[config.mk]
export PLATFORM = sky130hd
export DESIGN_NAME = aci_divider
export DESIGN_NICKNAME = d
export VERILOG_FILES = /design/src/hw/rtl/aci_divider.sv
export SDC_FILE = /design/constraint.sdc
export NUM_CORES = 1
export LEC_CHECK = 0
export BUFFER_PORTS_ARGS = -buffer_cell sky130_fd_sc_hd__buf_2
export CORE_UTILIZATION = 30
export DETAILED_ROUTE_END_ITERATION = 16
export GPL_ROUTABILITY_DRIVEN = 0
export HOLD_SLACK_MARGIN = 0.06
export PLACE_DENSITY = 0.51
export SETUP_SLACK_MARGIN = 0.3
export SLEW_MARGIN = 25
export SYNTH_ARGS = -nofsm -noshare
export SYNTH_HDL_FRONTEND = slang
export SYNTH_SLANG_ARGS = --single-unit
[constraint.sdc]
create_clock -name clk -period 5.2 [get_ports clk]
set_input_delay 1.04 -clock clk [delete_from_list [all_inputs] [get_ports clk]]
set_output_delay 1.04 -clock clk [all_outputs]
set_load 0.05 [all_outputs]
[src/hw/rtl/aci_divider.sv]
// Restoring divider for the interpolation factor: 49-bit numerator / 33-bit divisor.
// One quotient bit per cycle. Depends on nothing outside this file.
module aci_divider (
	input  logic        clk,
	input  logic        arst_n,
	input  logic        start,
	input  logic [48:0] num,
	input  logic [32:0] den,
	output logic        done,
	output logic [48:0] quo
);
	logic [5:0]  cnt_q;
	logic        busy_q;
	logic [48:0] quo_q;
	logic [33:0] rem_q;
	logic [32:0] den_q;
	logic [33:0] trial;
	logic [33:0] shifted;

	assign shifted = {rem_q[32:0], quo_q[48]};
	assign trial   = shifted - {1'b0, den_q};

	// Shift one numerator bit in per cycle, subtract when it fits
	always_ff @(posedge clk or negedge arst_n) begin
		if (!arst_n) begin
			busy_q <= 1'b0;
			done   <= 1'b0;
			cnt_q  <= '0;
		end else begin
			done <= 1'b0;
			if (start) begin
				busy_q <= 1'b1;
				cnt_q  <= 6'd49;
				quo_q  <= num;
				rem_q  <= '0;
				den_q  <= den;
			end else if (busy_q) begin
				if (!trial[33]) begin
					rem_q <= trial;
				end else begin
					rem_q <= shifted;
				end
				quo_q <= {quo_q[47:0], ~trial[33]};
				cnt_q <= cnt_q - 6'd1;
				if (cnt_q == 6'd1) begin
					busy_q <= 1'b0;
					done   <= 1'b1;
				end
			end
		end
	end

	assign quo = quo_q;
endmodule

Yosys cells after proc, flatten, opt, wreduce, memory -nomap -nowiden
Index checks and enable logic that the tools add are counted.
{"block": "totals", "inputBits": 85, "regBits": 124, "output_inout_bits": 50, "elab_cells": 25}
{"block": "op_classes", "n_eq_ne": 1, "n_mux": 12, "addsub": 2, "n_bitwise": 1, "n_reduce_logical": 3}
{"cell": "$mux 49", "n": 2}
{"cell": "$mux 34", "n": 2}
{"cell": "$sub 34x33->34", "n": 1}
{"cell": "$mux 6", "n": 2}
{"cell": "$eq 6x1->1 const B", "n": 1}
{"cell": "$mux 1", "n": 6}
{"cell": "$sub 6x1->6 const B", "n": 1}
{"cell": "$reduce_and 2->1", "n": 2}
{"cell": "$reduce_bool 2->1", "n": 1}
{"cell": "$not 1->1", "n": 1}

Logic depth before layout (Yosys ltp)
Gate-level depths: netlist of run 1.
{"block": "depth", "depth_word": 4, "mapped_depth": 13, "ltp_nobuf": 13}

Worst setup path after synthesis of run 1
Ideal clock, no wire load.
{"block": "synth_path", "path_kind": "input to register", "from": "input start", "to": "register quo_q[0], in the netlist quo[0] (enable)", "t_arrival_ns": 3.544, "setup_time_ns": 0.461, "required_time_ns": 4.739, "cell_stages": 3, "path_buffers": 1, "path_slack_ns": 1.195, "cell_sequence": "clkbuf_1 nor2_1 nor2b_1"}
{"block": "synth_between", "elab_chain_len": 2}
{"element": "start, declared", "line_no": "6", "rtl": "input logic start,"}
{"element": "$reduce_bool 2->1 (no line)"}
{"element": "$reduce_and 2->1 (no line)"}
{"element": "end signal, assigned", "line_no": "34", "rtl": "quo_q <= num;"}
{"element": "end signal, assigned", "line_no": "43", "rtl": "quo_q <= {quo_q[47:0], ~trial[33]};"}
{"element": "end, declared", "line_no": "14", "rtl": "logic [48:0] quo_q;"}
No other way between the ends.
A chain may end at the register's enable or synchronous reset.

Worst setup path after layout of run 1
{"block": "layout_path", "from": "register rem_q[0]", "to": "register rem_q[3], data pin"}
{"block": "layout_between", "elab_chain_len": 3}
{"element": "start, declared", "line_no": "15", "rtl": "logic [33:0] rem_q;"}
{"element": "start signal, assigned", "line_no": "39", "rtl": "rem_q <= trial;"}
{"element": "start signal, assigned", "line_no": "41", "rtl": "rem_q <= shifted;"}
{"element": "$sub 34x33->34", "line_no": "21", "rtl": "assign trial = shifted - {1'b0, den_q};"}
{"element": "$mux 34", "line_no": "38", "rtl": "if (!trial[33]) begin"}
{"element": "$mux 34", "line_no": "37", "rtl": "end else if (busy_q) begin"}
No other way between the ends.

==> results of run 1 <==
## flip-flops by register name (all words and copies together), names as in the netlist
register and cells:
busy_q 1, den_q 33, cnt_q 6, done 1, quo 49, rem_q 33
## power by group through the flow
stage	registers, uW	logic, uW	clock network (uW)
2_1_floorplan	1410	842	0
4_1_cts	1320	1210	1270
3_5_place_dp	1340	1210	0
3_3_place_gp	1340	1200	0
5_1_grt	1330	1340	1310
6_report	1320	1200	1240
## worst reg2reg max path, stage by stage (launching register included)
cell and delay (ps):
edfxtp_1 460, ha_1 300, nor2b_2 180, o2111ai_2 170, a2111oi_4 480, o21ai_1 190
a21oi_4 210, a41oi_4 200, xor2_2 470, buf_4 400, nand2_1 100, a311oi_1 280
## final timing paths
kind | slack [ps] | to | cells past startpoint | start
setup / recovery | 1570 | rem_q[3] | 11 | rem_q[0]
hold reg to reg | 530 | cnt_q[5] | 2 | cnt_q[5]
hold / removal | 490 | cnt_q[1] | 1 | arst_n
max in group asynchronous | 3900 | busy_q | 2 | arst_n
setup reg to reg | 1570 | rem_q[3] | 11 | rem_q[0]
min in group clk | 530 | cnt_q[5] | 2 | cnt_q[5]
## Yosys cell counts, types with 4 or more instances
cell type  instances
nand3_1           22
a21o_1             9
mux2_2            49
nand4_1            4
a31oi_1            5
nand2_1           86
o21ai_1            4
clkbuf_1          16
edfxtp_1         115
xor2_1            13
dfrtp_1            8
o21a_1             4
xnor2_1           19
nor2b_1            6
a211oi_1           5
nand2b_1           4
a21oi_1           39
ha_1              35
nor3_1             9
o21ai_0           24
inv_1             41
o211ai_1           5
a311oi_1          21
nor2_1            47
and3_1             5
buf_2              7
## placed cells by master (no fill, tap or decap), drive strengths merged, types with 17 or more instances in the layout
cell type    n
a21oi       41
a311oi      24
buf        141
clkbuf      17
edfxtp     115
ha          35
inv         50
mux2        49
nand2       86
nand3       22
nor2        47
o21ai       28
xnor2       20
## metal layers
metal / wire (um) / vias up / part of all wire [%] / track usage [%]
li1: - / 2672 / - / -
met1: 8381 / 2544 / 47 / 19.58
met2: 7903 / 149 / 44 / 23.58
met3: 1465 / 10 / 8.2 / 6.231
met4: 144 / 2 / 0.80 / 3.968
met5: 17 / - / 0.095 / 0
## stage by stage
step / worst slack [ps] / hold WS [ps] / total power [uW] / area, um^2 / cells
finish: 1572 / 486.9 / 3754 / 8800 / 1116
global route: 1336 / 481.1 / 3979 / 8800 / 1116
CTS: 1514 / 479.3 / 3801 / 8800 / 1116
detailed placement: 1567 / 508.6 / 2542 / 8195 / 1084
global placement: 1719 / 499.5 / 2537 / 8195 / 1084
floorplan: 1195 / 479.9 / 2257 / 7189 / 653
## kinds of logic (layout without fill, tap and decap cells)
kind of cell               count (synthesis)  count (layout)
adders and majority gates                 36              36
and+or+nand+nor                          198             198
muxes                                     50              50
DFF                                      123             123
xor gates and xnor gates                  34              34
buffers and inverters                     70             214
AOI/OAI and AO/OA                        142             142
## area by class of cell
type / count / area, um^2
inverter: 41 / 153.9
clock buffer: 17 / 425.4
clock inverter: 15 / 178.9
fill: 2389 / 14670
multi-input combinational: 460 / 3262
sequential: 123 / 3655
timing repair buffer: 141 / 725.7
tap: 319 / 399.1
==> flow_summary.toml, run 1 <==
[die]
pin_count = 135
die_area_mm2 = 0.02459
rows = 56
initial_core_util_pct = 30.63
core_mm2 = 0.02347
dieHeight_um = 156.8
fp.dieW_um = 156.8

[logic_synthesis]
synthFlopType = "edfxtp_1"
syn_area_mm2 = 0.007189
netlist_instances = 653
synth_edf_count = 115
synth_nets = 774
yosysTopAreaCellShare_pct = 48.03
synth-xor-area-share_pct = 4.351
ys_types = 61
synth_top_family_by_area = "compound AO/OA/AOI/OAI gates"
synthArstFlopShare_pct = 6.504
ys_seq_elements = 123
muxShareOfSynthArea_pct = 7.814
ys_seq_area_share_pct = 50.82
avgSynthCellArea_um2 = 11.01
synthAdderAreaFrac_pct = 6.370
yosys-top-cells-area = "edfxtp_1 (48%), mux2_2 (7.7%), ha_1 (6.1%), nand2_1 (4.5%), dfrtp_1 (2.8%)"
yosys.area_share.simple_pct = 12.44
ys_warn_count = 0
synth_top_area_cell = "edfxtp_1"
synth_compound_area_share_pct = 14.27

[clock_tree]
cts_sinks = 123
cts_setup_buffers = 0
insertion_delay_ps = 420
clockRootBuffer = "clkbuf_16"
postCtsResizedCells = 0
cts_max_path_buffers = 2
numCtsBuffers = 17
cts_tree = "built"
hold_buffers = 0
cts_max_level = 4
clk_pin_slew_ps = 70

[finish]
area.growth.synth_to_final_pct = 22.40
final_util_pct = 37.49
antenna_cells = 0
num-nets-final = 905
layout-drive-gt1-share_pct = 30.61

[timing]
setup_viol = 0
slew_viol_final = 0
worst_pin_slew_ps = 837.3
period_needed_ps = 3628
rsz0062_at_grt = "no"
relSlewSlack_pct = 44.18
finalHoldViolations = 0
finalCritPeriodShare_pct = 69.77
fin_tns_setup_ps = 0
clock.fmax_mhz = 275.6
finClkSkew_ps = 10.26

[setup_path]
critical_path_class = "flip-flop to flip-flop"
required_ps = 5430
crit_family = "compound AO/OA/AOI/OAI gates"
crit_buf_inv = 1
endpoint_kind = "flip-flop"
cp_slowest_cell = "a2111oi_4"
path_cells = "ha_1 > nor2b_2 > o2111ai_2 > a2111oi_4 > o21ai_1 > a21oi_4 > a41oi_4 > xor2_2 > buf_4 > nand2_1 > a311oi_1"
path_max_fanout = 24
start_kind = "flip-flop"
crit_path_max_incr_delay_ps = 480
cp.arrival_ps = 3860

[power]
power_switching_share_pct = 35.40
internal_power_uw = 2425
combPwrFrac_pct = 31.9
switchingPower_uw = 1329
seqPwrFrac_pct = 35.1
leakagePower_uw = 0.003568
p_per_area_mw_per_mm2 = 426.6
vdd_drop_max_v = 0.0001946
clockPowerShare_pct = 32.9

[grt]
grt_pass1_wl_mm = 28.92
grt_max_degree = 61
antenna_found_initial = 1
track_usage_pct = 15.25
first_global_vias = 5503
grt_overflow = 0

[placement]
io_buffer_count = 134
dp_hpwl_mm = 12.76

[routing]
vias = 5377
avgRoutedWirePerCell_um = 16.05
firstDrtPassIters = 7
viasPerCell = 4.818
route.detailed.drc = 0
ant_nets = 0
wl_mm = 17.91
dr.first_iter.drc_count = 245

[worst_hold_path]
hp-class = "primary input to async pin"

[flow_run]
drv_cap = 0

[status]
status = "complete, no violations"
Power figures use the tool's default switching activity.
==> run 2: changes to the inputs <==
--- a/config.mk
+++ b/config.mk
@@ -5,12 +5,13 @@
 export SDC_FILE = /design/constraint.sdc
 export NUM_CORES = 1
 export LEC_CHECK = 0
+export ABC_AREA = 1
 export BUFFER_PORTS_ARGS = -buffer_cell sky130_fd_sc_hd__buf_2
 export CORE_UTILIZATION = 30
 export DETAILED_ROUTE_END_ITERATION = 16
 export GPL_ROUTABILITY_DRIVEN = 0
 export HOLD_SLACK_MARGIN = 0.06
-export PLACE_DENSITY = 0.51
+export PLACE_DENSITY = 0.53
 export SETUP_SLACK_MARGIN = 0.3
 export SLEW_MARGIN = 25
 export SYNTH_ARGS = -nofsm -noshare
==> constraint.sdc (replaced) <==
create_clock -name clk -period 3.1 [get_ports clk]
set_input_delay 0.62 -clock clk [delete_from_list [all_inputs] [get_ports clk]]
set_output_delay 0.62 -clock clk [all_outputs]
set_load 0.05 [all_outputs]
==> flow_summary.toml, run 2 <==
[status]
status = "complete, no violations"

[finish]
final_util_pct = 36.88
layout_common_cells = "nand2_1 (488), inv_1 (206), buf_2 (134)"
final_common_cell = "nand2_1"
layout-drive-gt1-share_pct = 16.68
antenna_cells = 0
largest_reg_flops = 49
num-nets-final = 1391
area.growth.synth_to_final_pct = 20.67
register_area_mm2 = 0.003654
multi_input_area_mm2 = 0.003727
filler_cell_count = 2871

[worst_hold_path]
hp-class = "primary input to async pin"

[clock_tree]
cts_max_path_buffers = 2
cts_tree = "built"
numCtsBuffers = 17
cts_max_level = 4
clk_pin_slew_ps = 70
cts_sinks = 123
insertion_delay_ps = 440
clockRootBuffer = "clkbuf_16"

[timing]
finalCritPeriodShare_pct = 87.04
finalHoldViolations = 0
relSlewSlack_pct = 39.68
rsz0062_at_grt = "no"
fin_tns_setup_ps = 0
slew_viol_final = 0
worst_pin_slew_ps = 902.7
finClkSkew_ps = 9.741
setup_viol = 0
period_needed_ps = 2698
clock.fmax_mhz = 370.6

[routing]
firstDrtPassIters = 5
route.detailed.drc = 0
viasPerCell = 4.519
wl_mm = 23.04
avgRoutedWirePerCell_um = 14.19
vias = 7339
dr.first_iter.drc_count = 405
ant_nets = 0

[grt]
grt_pass1_wl_mm = 37.35
antenna_found_initial = 0
first_global_vias = 7197
track_usage_pct = 17.07
grt_max_degree = 49
grt_overflow = 0

[setup_path]
path_max_fanout = 19
start_kind = "flip-flop"
cp.arrival_ps = 2880
crit_path_max_incr_delay_ps = 420
cp_slowest_cell = "edfxtp_1"
cp_common_cell = "nand2_1"
path_cells = "ha_1 > nand2_1 > nor2_1 > nand2_1 > nor2_1 > nor2_4 > nand2_4 > nand2_4 > nand2_8 > nand2_1 > nand3_1 > nand2_1"
crit_buf_inv = 0
required_ps = 3280
crit_family = "simple AND/OR/NAND/NOR gates"
endpoint_kind = "flip-flop"
critical_path_class = "flip-flop to flip-flop"

[logic_synthesis]
synth_nets = 1250
synthArstFlopShare_pct = 6.504
syn_area_mm2 = 0.008238
synthFlopType = "edfxtp_1"
ys_warn_count = 0
synth_edf_count = 115
yosys-top-cells-area = "edfxtp_1 (42%), nand2_1 (22%), inv_1 (9.4%), nand3_1 (5.9%), ha_1 (5.3%)"
ys_types = 38
ys_seq_area_share_pct = 44.35
synth_most_common_cell = "nand2_1"
avgSynthCellArea_um2 = 7.297
ys_seq_elements = 123
ys_top_cells_by_count = "nand2_1 (488), inv_1 (206), edfxtp_1 (115)"
synth_top_area_cell = "edfxtp_1"
netlist_instances = 1129
yosysTopAreaCellShare_pct = 41.92

[die]
initial_core_util_pct = 30.57
die_area_mm2 = 0.02813
rows = 60
core_mm2 = 0.02695
dieHeight_um = 167.7
pin_count = 135
fp.dieW_um = 167.7

[power]
vdd_drop_max_v = 0.0003653
leakagePower_uw = 0.005293
p_per_area_mw_per_mm2 = 620.0

[placement]
dp_hpwl_mm = 17.14
io_buffer_count = 134

[flow_run]
drv_cap = 0
==> run 2: cell count changes after synthesis, sizes merged, moves of 7 or more <==
cell and change:
mux2 -49, inv +169, nand2 +422, nand4 +7, a311oi -24, o21ai -21
clkbuf -7, xor2 -9, a21o -9, nand3 +79, xnor2 -9, a21oi -19
==> run 2: report_power, final <==
part	total, uW	internal, uW	switching [uW]
Clock	2080	1150	930
Combinational	1960	635	1320
Sequential	2120	2020	101
Total	6160	3810	2350
==> run 2: final cells by class <==
cell class                      instances  area share [%]
Clock inverter                         15           1.712
Tap cell                              341           4.292
Inverter                              211           7.967
Sequential cell                       123           36.75
Clock buffer                           17           4.279
Multi-Input combinational cell        773           37.50
Timing Repair Buffer                  144           7.502
==> run 2: per-layer routing <==
metal	track usage, %	up-vias	part of all wire [%]
li1	-	3791	-
met1	21.57	3338	46
met2	28.17	184	46
met3	5.247	26	6.3
met4	4.428	0	1.6
met5	0	-	0
==> run 2: cell families after synthesis <==
| kind of cell | count (synthesis) | synth area share [%] |
|---|---|---|
| xor+xnor | 16 | 1.701 |
| flops | 123 | 44.35 |
| fa+ha+maj | 36 | 5.559 |
| buf+inv | 234 | 11.09 |
| simple gates | 687 | 35.13 |
| compound gates | 33 | 2.172 |
==> run 2: path summary, 6_finish.rpt <==
path                            from        end  slack (ps)  cells past startpoint
hold / removal                arst_n   cnt_q[3]         310                      2
hold reg to reg             cnt_q[3]   cnt_q[3]         490                      1
setup / recovery           rem_q[24]  rem_q[25]         400                     12
min in group clk              den[8]   den_q[8]         360                      1
max in group asynchronous     arst_n   cnt_q[4]        2390                      2
setup reg to reg           rem_q[24]  rem_q[25]         400                     12
==> run 2: what timing repair did <==
action                     in CTS  in global routing
buffers inserted                0                  1
setup endpoints to repair       0                 27
resized for setup               0                  4
hold buffers                    0                  0
==> run 2: per-stage QoR <==
step | power (uW) | hold slack [ps] | cell area [um^2] | setup slack, ps | std cells
after floorplan | 3578 | 324.4 | 8240 | 471.6 | 1129
after global placement | 4070 | 477.2 | 9299 | 416.0 | 1590
after detailed placement | 4074 | 481.9 | 9299 | 412.7 | 1590
after CTS | 6180 | 314.4 | 9894 | 388.5 | 1622
after global routing | 6562 | 337.2 | 9941 | 297.0 | 1624
final | 6163 | 309.5 | 9941 | 401.9 | 1624
